--- config.mk ---
export PLATFORM = sky130hd
export DESIGN_NAME = gqi_ctrl
export DESIGN_NICKNAME = d
export VERILOG_FILES = /design/src/gqi_pkg.sv /design/src/gqi_ctrl.sv
export SDC_FILE = /design/constraint.sdc
export NUM_CORES = 1
export LEC_CHECK = 0
export ABC_AREA = 1
export BUFFER_PORTS_ARGS = -buffer_cell sky130_fd_sc_hd__buf_2
export CORE_ASPECT_RATIO = 0.7
export CORE_UTILIZATION = 45
export DETAILED_ROUTE_END_ITERATION = 10
export PLACE_DENSITY = 0.78
export SLEW_MARGIN = 40
export SYNTH_ARGS = -nofsm -noshare
export SYNTH_HDL_FRONTEND = slang
export SYNTH_SLANG_ARGS = --single-unit
--- constraint.sdc ---
create_clock -name clk -period 2.97 [get_ports clk]
set_input_delay 0.1485 -clock clk [delete_from_list [all_inputs] [get_ports clk]]
set_output_delay 0.1485 -clock clk [all_outputs]
set_load 0.05 [all_outputs]
--- src/gqi_pkg.sv ---
// Shared types, constants and tables for the gyro quaternion integrator.
`default_nettype none
package gqi_pkg;

  // Configuration register indexes
  localparam int CFG_IDX_W = 1;
  localparam logic [CFG_IDX_W-1:0] CFG_AVERAGE   = 1'd0;
  localparam logic [CFG_IDX_W-1:0] CFG_MIN_ANGLE = 1'd1;

  localparam int DEF_CORDIC_STEPS = 24;

  // Angle constants in 2^-30 rad
  localparam logic signed [36:0] TWO_PI_Q30  = 37'sd6746518852;
  localparam logic signed [36:0] PI_Q30      = 37'sd3373259426;
  localparam logic signed [36:0] HALF_PI_Q30 = 37'sd1686629713;
  localparam logic signed [33:0] CORDIC_GAIN = 34'sd652032874;
  localparam logic signed [31:0] ONE_Q30     = 32'sd1073741824;

  // Datapath operations issued by the controller
  typedef enum logic [4:0] {
    DP_NOP, DP_LOAD, DP_RATE, DP_MAC_SQ, DP_SQRT_M, DP_TAKE_M, DP_MAC_MDT,
    DP_TEST, DP_REDUCE, DP_FOLD, DP_CORDIC, DP_CSFIN, DP_DIV_AXIS,
    DP_AXIS_STORE, DP_MAC_HAM, DP_ROUND, DP_NORM_INIT, DP_NSHIFT, DP_ZERO,
    DP_MAC_MAG, DP_SQRT_N, DP_TAKE_N, DP_DIV_NORM, DP_NSTORE, DP_OUT_LOAD
  } dp_op_t;

  typedef struct packed {
    dp_op_t     op;
    logic       clr;   // start a fresh accumulation
    logic [3:0] idx;   // element / product index
  } dp_cmd_t;

  typedef struct packed {
    logic over;        // angle above threshold
    logic reduced;     // angle below 2*pi
    logic cordic_last;
    logic zero;        // quaternion to normalize is all zero
    logic normed;      // largest magnitude in [2^29, 2^30)
    logic sqrt_busy;
    logic div_busy;
  } dp_status_t;

  // round(atan(2^-i) * 2^30)
  function automatic logic [29:0] atan_q30(input logic [4:0] i);
    logic [29:0] v;
    case (i)
      5'd0:  v = 30'd843314857;
      5'd1:  v = 30'd497837829;
      5'd2:  v = 30'd263043837;
      5'd3:  v = 30'd133525159;
      5'd4:  v = 30'd67021687;
      5'd5:  v = 30'd33543516;
      5'd6:  v = 30'd16775851;
      5'd7:  v = 30'd8388437;
      5'd8:  v = 30'd4194283;
      5'd9:  v = 30'd2097149;
      5'd10: v = 30'd1048576;
      5'd11: v = 30'd524288;
      5'd12: v = 30'd262144;
      5'd13: v = 30'd131072;
      5'd14: v = 30'd65536;
      5'd15: v = 30'd32768;
      5'd16: v = 30'd16384;
      5'd17: v = 30'd8192;
      5'd18: v = 30'd4096;
      5'd19: v = 30'd2048;
      5'd20: v = 30'd1024;
      5'd21: v = 30'd512;
      5'd22: v = 30'd256;
      5'd23: v = 30'd128;
      5'd24: v = 30'd64;
      5'd25: v = 30'd32;
      5'd26: v = 30'd16;
      5'd27: v = 30'd8;
      5'd28: v = 30'd4;
      5'd29: v = 30'd2;
      default: v = 30'd1;
    endcase
    return v;
  endfunction

  // Hamilton product: term t of component comp is q[t] * d[comp ^ t],
  // negated where this returns 1.
  function automatic logic ham_neg(input logic [1:0] comp, input logic [1:0] t);
    logic n;
    case (comp)
      2'd0:    n = (t != 2'd0);
      2'd1:    n = (t == 2'd3);
      2'd2:    n = (t == 2'd1);
      default: n = (t == 2'd2);
    endcase
    return n;
  endfunction

endpackage
`default_nettype wire

--- src/gqi_ctrl.sv ---
// Controller: sequences datapath operations for load and integrate items.
`default_nettype none
module gqi_ctrl
  import gqi_pkg::*;
(
  input  wire logic       clk,
  input  wire logic       rst_n,
  input  wire logic       in_valid,
  input  wire logic       in_op,
  output logic            in_stall,
  output logic            out_valid,
  input  wire logic       out_stall,
  output dp_cmd_t         cmd,
  input  wire dp_status_t status
);
  typedef enum logic [4:0] {
    S_IDLE, S_SQ, S_SQRT_M, S_WAIT_M, S_MDT, S_TEST, S_REDUCE, S_CORDIC,
    S_CSFIN, S_AXDIV, S_AXWAIT, S_HAM, S_HROUND, S_NINIT, S_NSHIFT, S_NSQ,
    S_NSQRT, S_NWAIT, S_NDIV, S_NDWAIT, S_FINISH
  } state_t;

  state_t     state_r, state_nxt;
  logic [3:0] k_r, k_nxt;
  logic       out_valid_r, out_valid_nxt;

  always_comb begin
    state_nxt     = state_r;
    k_nxt         = k_r;
    cmd.op        = DP_NOP;
    cmd.clr       = 1'b0;
    cmd.idx       = k_r;
    out_valid_nxt = out_valid_r;
    if (out_valid_r && !out_stall) begin
      out_valid_nxt = 1'b0;
    end
    case (state_r)
      S_IDLE: begin
        if (in_valid) begin
          cmd.op    = in_op ? DP_LOAD : DP_RATE;
          state_nxt = in_op ? S_NINIT : S_SQ;
          k_nxt     = '0;
        end
      end
      S_SQ: begin
        cmd.op  = DP_MAC_SQ;
        cmd.clr = (k_r == 4'd0);
        if (k_r == 4'd2) begin
          k_nxt     = '0;
          state_nxt = S_SQRT_M;
        end else begin
          k_nxt = k_r + 4'd1;
        end
      end
      S_SQRT_M: begin
        cmd.op    = DP_SQRT_M;
        state_nxt = S_WAIT_M;
      end
      S_WAIT_M: begin
        if (!status.sqrt_busy) begin
          cmd.op    = DP_TAKE_M;
          state_nxt = S_MDT;
        end
      end
      S_MDT: begin
        cmd.op    = DP_MAC_MDT;
        cmd.clr   = 1'b1;
        state_nxt = S_TEST;
      end
      S_TEST: begin
        cmd.op    = DP_TEST;
        state_nxt = status.over ? S_REDUCE : S_FINISH;
      end
      S_REDUCE: begin
        if (status.reduced) begin
          cmd.op    = DP_FOLD;
          state_nxt = S_CORDIC;
        end else begin
          cmd.op = DP_REDUCE;
        end
      end
      S_CORDIC: begin
        cmd.op = DP_CORDIC;
        if (status.cordic_last) begin
          state_nxt = S_CSFIN;
        end
      end
      S_CSFIN: begin
        cmd.op    = DP_CSFIN;
        k_nxt     = '0;
        state_nxt = S_AXDIV;
      end
      S_AXDIV: begin
        cmd.op    = DP_DIV_AXIS;
        state_nxt = S_AXWAIT;
      end
      S_AXWAIT: begin
        if (!status.div_busy) begin
          cmd.op = DP_AXIS_STORE;
          if (k_r == 4'd2) begin
            k_nxt     = '0;
            state_nxt = S_HAM;
          end else begin
            k_nxt     = k_r + 4'd1;
            state_nxt = S_AXDIV;
          end
        end
      end
      // four products per quaternion component, then round
      S_HAM: begin
        cmd.op  = DP_MAC_HAM;
        cmd.clr = (k_r[1:0] == 2'd0);
        if (k_r[1:0] == 2'd3) begin
          state_nxt = S_HROUND;
        end else begin
          k_nxt = k_r + 4'd1;
        end
      end
      S_HROUND: begin
        cmd.op = DP_ROUND;
        if (k_r == 4'd15) begin
          k_nxt     = '0;
          state_nxt = S_NINIT;
        end else begin
          k_nxt     = k_r + 4'd1;
          state_nxt = S_HAM;
        end
      end
      S_NINIT: begin
        cmd.op    = DP_NORM_INIT;
        state_nxt = S_NSHIFT;
      end
      S_NSHIFT: begin
        if (status.zero) begin
          cmd.op    = DP_ZERO;
          state_nxt = S_FINISH;
        end else if (status.normed) begin
          k_nxt     = '0;
          state_nxt = S_NSQ;
        end else begin
          cmd.op = DP_NSHIFT;
        end
      end
      S_NSQ: begin
        cmd.op  = DP_MAC_MAG;
        cmd.clr = (k_r == 4'd0);
        if (k_r == 4'd3) begin
          k_nxt     = '0;
          state_nxt = S_NSQRT;
        end else begin
          k_nxt = k_r + 4'd1;
        end
      end
      S_NSQRT: begin
        cmd.op    = DP_SQRT_N;
        state_nxt = S_NWAIT;
      end
      S_NWAIT: begin
        if (!status.sqrt_busy) begin
          cmd.op    = DP_TAKE_N;
          k_nxt     = '0;
          state_nxt = S_NDIV;
        end
      end
      S_NDIV: begin
        cmd.op    = DP_DIV_NORM;
        state_nxt = S_NDWAIT;
      end
      S_NDWAIT: begin
        if (!status.div_busy) begin
          cmd.op = DP_NSTORE;
          if (k_r == 4'd3) begin
            state_nxt = S_FINISH;
          end else begin
            k_nxt     = k_r + 4'd1;
            state_nxt = S_NDIV;
          end
        end
      end
      // hand the result to the output register once it is free
      S_FINISH: begin
        if (!out_valid_r || !out_stall) begin
          cmd.op        = DP_OUT_LOAD;
          out_valid_nxt = 1'b1;
          state_nxt     = S_IDLE;
        end
      end
      default: begin
        state_nxt = S_IDLE;
      end
    endcase
  end

  always_ff @(posedge clk) begin
    if (!rst_n) begin
      state_r     <= S_IDLE;
      k_r         <= '0;
      out_valid_r <= 1'b0;
    end else begin
      state_r     <= state_nxt;
      k_r         <= k_nxt;
      out_valid_r <= out_valid_nxt;
    end
  end

  assign in_stall  = (state_r != S_IDLE);
  assign out_valid = out_valid_r;
endmodule
`default_nettype wire

==> results.py <==
metrics = {
    "run_status": {
        "status": "complete, no violations",
    },
    "pwr": {
        "p_per_area_mw_per_mm2": 1180,
        "report.power.total_w": 0.001855,
        "leakage_nw": 0.8959,
        "ir_worst_vdd_mv": 0.5286,
    },
    "timing": {
        "slew_viol_final": 0,
        "hold_viol": 0,
        "rsz0062_at_grt": "no",
        "finClkSkew_ns": 0.007216,
        "final.setup.worst_slack_ns": 0.6740,
        "worst_pin_slew_ns": 0.4954,
        "max_slew_margin_pct": 66.85,
        "fin_crit_sh_pct": 77.31,
        "min_period_ns": 2.296,
        "fmax_mhz": 435.5,
        "setup_viol": 0,
        "fin_setup_tns_ns": 0,
    },
    "setup_path": {
        "cp.required_ns": 2.82,
        "cp-end-kind": "output pin",
        "ff2ff_path_depth": 9,
        "r2r_slack_ns": 0.89,
        "path_max_fanout": 14,
        "startpoint_type": "flop",
        "crit_type": "flop to output pin",
        "crit_arrival_ns": 2.15,
    },
    "yosys": {
        "synth_edf_count": 0,
        "yosys_warnings": 0,
        "syn_inst": 260,
        "ys_seq_elements": 10,
        "yosysSeqAreaShare_pct": 14.30,
        "synth_area_per_cell_um2": 5.385,
        "async_flop_share_pct": 0,
        "ys_dominant_reg_cell": "dfxtp_1",
        "synth_fp_nets": 275,
        "synth.distinct_cells": 29,
        "synthesis.area_mm2": 0.001400,
    },
    "detailed_routing": {
        "wirelength_mm": 4.912,
        "vias": 1826,
        "wire_per_inst_um": 15.45,
        "drc": 0,
        "viasPerCell": 5.742,
        "drt_iter0_drc": 275,
        "postRouteAntennaNets": 0,
        "firstDrtPassIters": 8,
    },
    "clocking": {
        "clock_sinks": 10,
        "cts-buffers-inserted": 3,
        "cts_hold_repair.buffers": 0,
        "cts_resized": 0,
        "ctsRootBufferMaster": "clkbuf_8",
        "cts_tree": "done",
        "clock_latency_ns": 0.25,
        "postCtsSetupBuffers": 0,
        "clockBufferDepth": 2,
        "clk_pin_slew_ns": 0.05,
        "htreeDepth": 1,
    },
    "layout": {
        "final_layout_size_suffix_gt1_share_pct": 15.60,
        "seq_area_um2": 200.2,
        "area_growth_pct": 12.33,
        "final.fill_count": 319,
        "fin_nets": 298,
        "diodes": 0,
        "multi_input_area_mm2": 0.001033,
        "stdcell_count": 318,
    },
    "die": {
        "start_util_pct": 48.57,
        "fp.dieW_um": 68.67,
        "die_y_um": 48.67,
        "ioPinCount": 24,
        "die-area_mm2": 0.003342,
        "design.core.area_mm2": 0.002883,
        "rows": 16,
    },
    "worst_hold_path": {
        "holdPathStages": 3,
        "hp-class": "input port to flop",
    },
    "job": {
        "drv_cap": 0,
    },
    "place": {
        "dpl.hpwl_mm": 3.920,
        "place_inst": 314,
        "place_ws_ns": 0.9623,
        "port_buffers": 23,
        "place_congestion": 1.063,
    },
    "global_routing": {
        "grt_pass1_vias": 1671,
        "grt_overflow_total": 0,
        "grt_max_degree": 15,
        "antenna_found_initial": 0,
        "grt_pass1_wl_mm": 7.997,
        "grt_use_total_pct": 32.84,
    },
}
-- flip-flops by register name (all words and copies together) (netlist names) --
name / cells
k_r: 4
out_valid: 1
state_r: 5
-- cells by family after synthesis --
logic type      count (synthesis)  synth area share [%]
flops                          10                 14.30
fa+ha+maj                       3                 2.681
simple gates                  184                 60.86
buf+inv                        38                 11.88
compound gates                 24                 9.652
xor+xnor                        1                0.6257
-- path summary, 6_finish.rpt --
kind,startpoint,endpoint
setup reg to reg,state_r[4]$_SDFFE_PN0P_,state_r[4]$_SDFFE_PN0P_
hold / removal,out_stall,out_valid$_SDFF_PN0_
setup / recovery,state_r[4]$_SDFFE_PN0P_,cmd[8]
hold reg to reg,out_valid$_SDFF_PN0_,out_valid$_SDFF_PN0_
-- where the power goes --
part	total (W)	switching [W]	internal, W	leakage (nW)
clock network	0.000182	0.0000643	0.000117	0.0288
logic	0.00141	0.00104	0.000376	0.785
registers	0.000261	0.0000832	0.000178	0.0820
total	0.00186	0.00118	0.000671	0.896
-- cell type report --
class                   instances  area share, %
multi-input cells             212          65.71
well taps                      36          2.864
inverters                      33          7.876
repair buffers                 23          7.319
flip-flops and latches         10          12.73
clock buffers                   4          3.500
-- worst max-delay path, cell delays in order (launching register included) --
cell	delay (ns)
dfxtp_1	0.62
inv_2	0.24
nand3_1	0.21
nand2_2	0.09
a211oi_1	0.34
o2111ai_1	0.15
buf_2	0.24
-- cells in the final DEF (no fill, tap or decap), types with 2 or more instances in the layout --
master	instances
o21ai_0	9
clkbuf_8	4
nor2_2	2
inv_2	3
nor2_1	46
nand3b_1	2
nand2_1	72
nand3_1	31
ha_1	3
a21oi_1	8
nor4_1	2
dfxtp_1	10
o2111ai_1	2
nor3_1	5
nor2_4	4
buf_2	23
nand4_1	10
o21ai_1	2
nand2_2	6
inv_1	30
-- through the flow --
stage	util (%)	cell area (µm²)	hold WS, ns
after floorplan	-	1400	0.2690
after global placement	52.65	1518	0.4315
after detailed placement	52.65	1518	0.4335
after CTS	54.56	1573	0.1843
after global routing	54.56	1573	0.2119
final	54.56	1573	0.1833
-- layer usage --
layer,up-vias,part of all wire (%),track usage (%)
li1,890,-,-
met1,798,45,48.79
met2,126,39,41.83
met3,12,14,12.26
met4,0,2.0,11.46
met5,-,0,0
-- cell usage after synthesis (3+ instances only) --
library cell  count  area [µm²]
nor2_1           46       172.7
nor2_4            4       45.04
a21oi_1           8       40.04
o21ai_0           9       45.04
nand3_1          31       155.2
nand2_1          72       270.3
dfxtp_1          10       200.2
nor3_1            5       25.02
ha_1              3       37.54
nand2_2           6       37.54
nand4_1          10       62.56
inv_1            30       112.6
inv_2             3       11.26
Note: power is estimated with default switching activity, not from simulation.
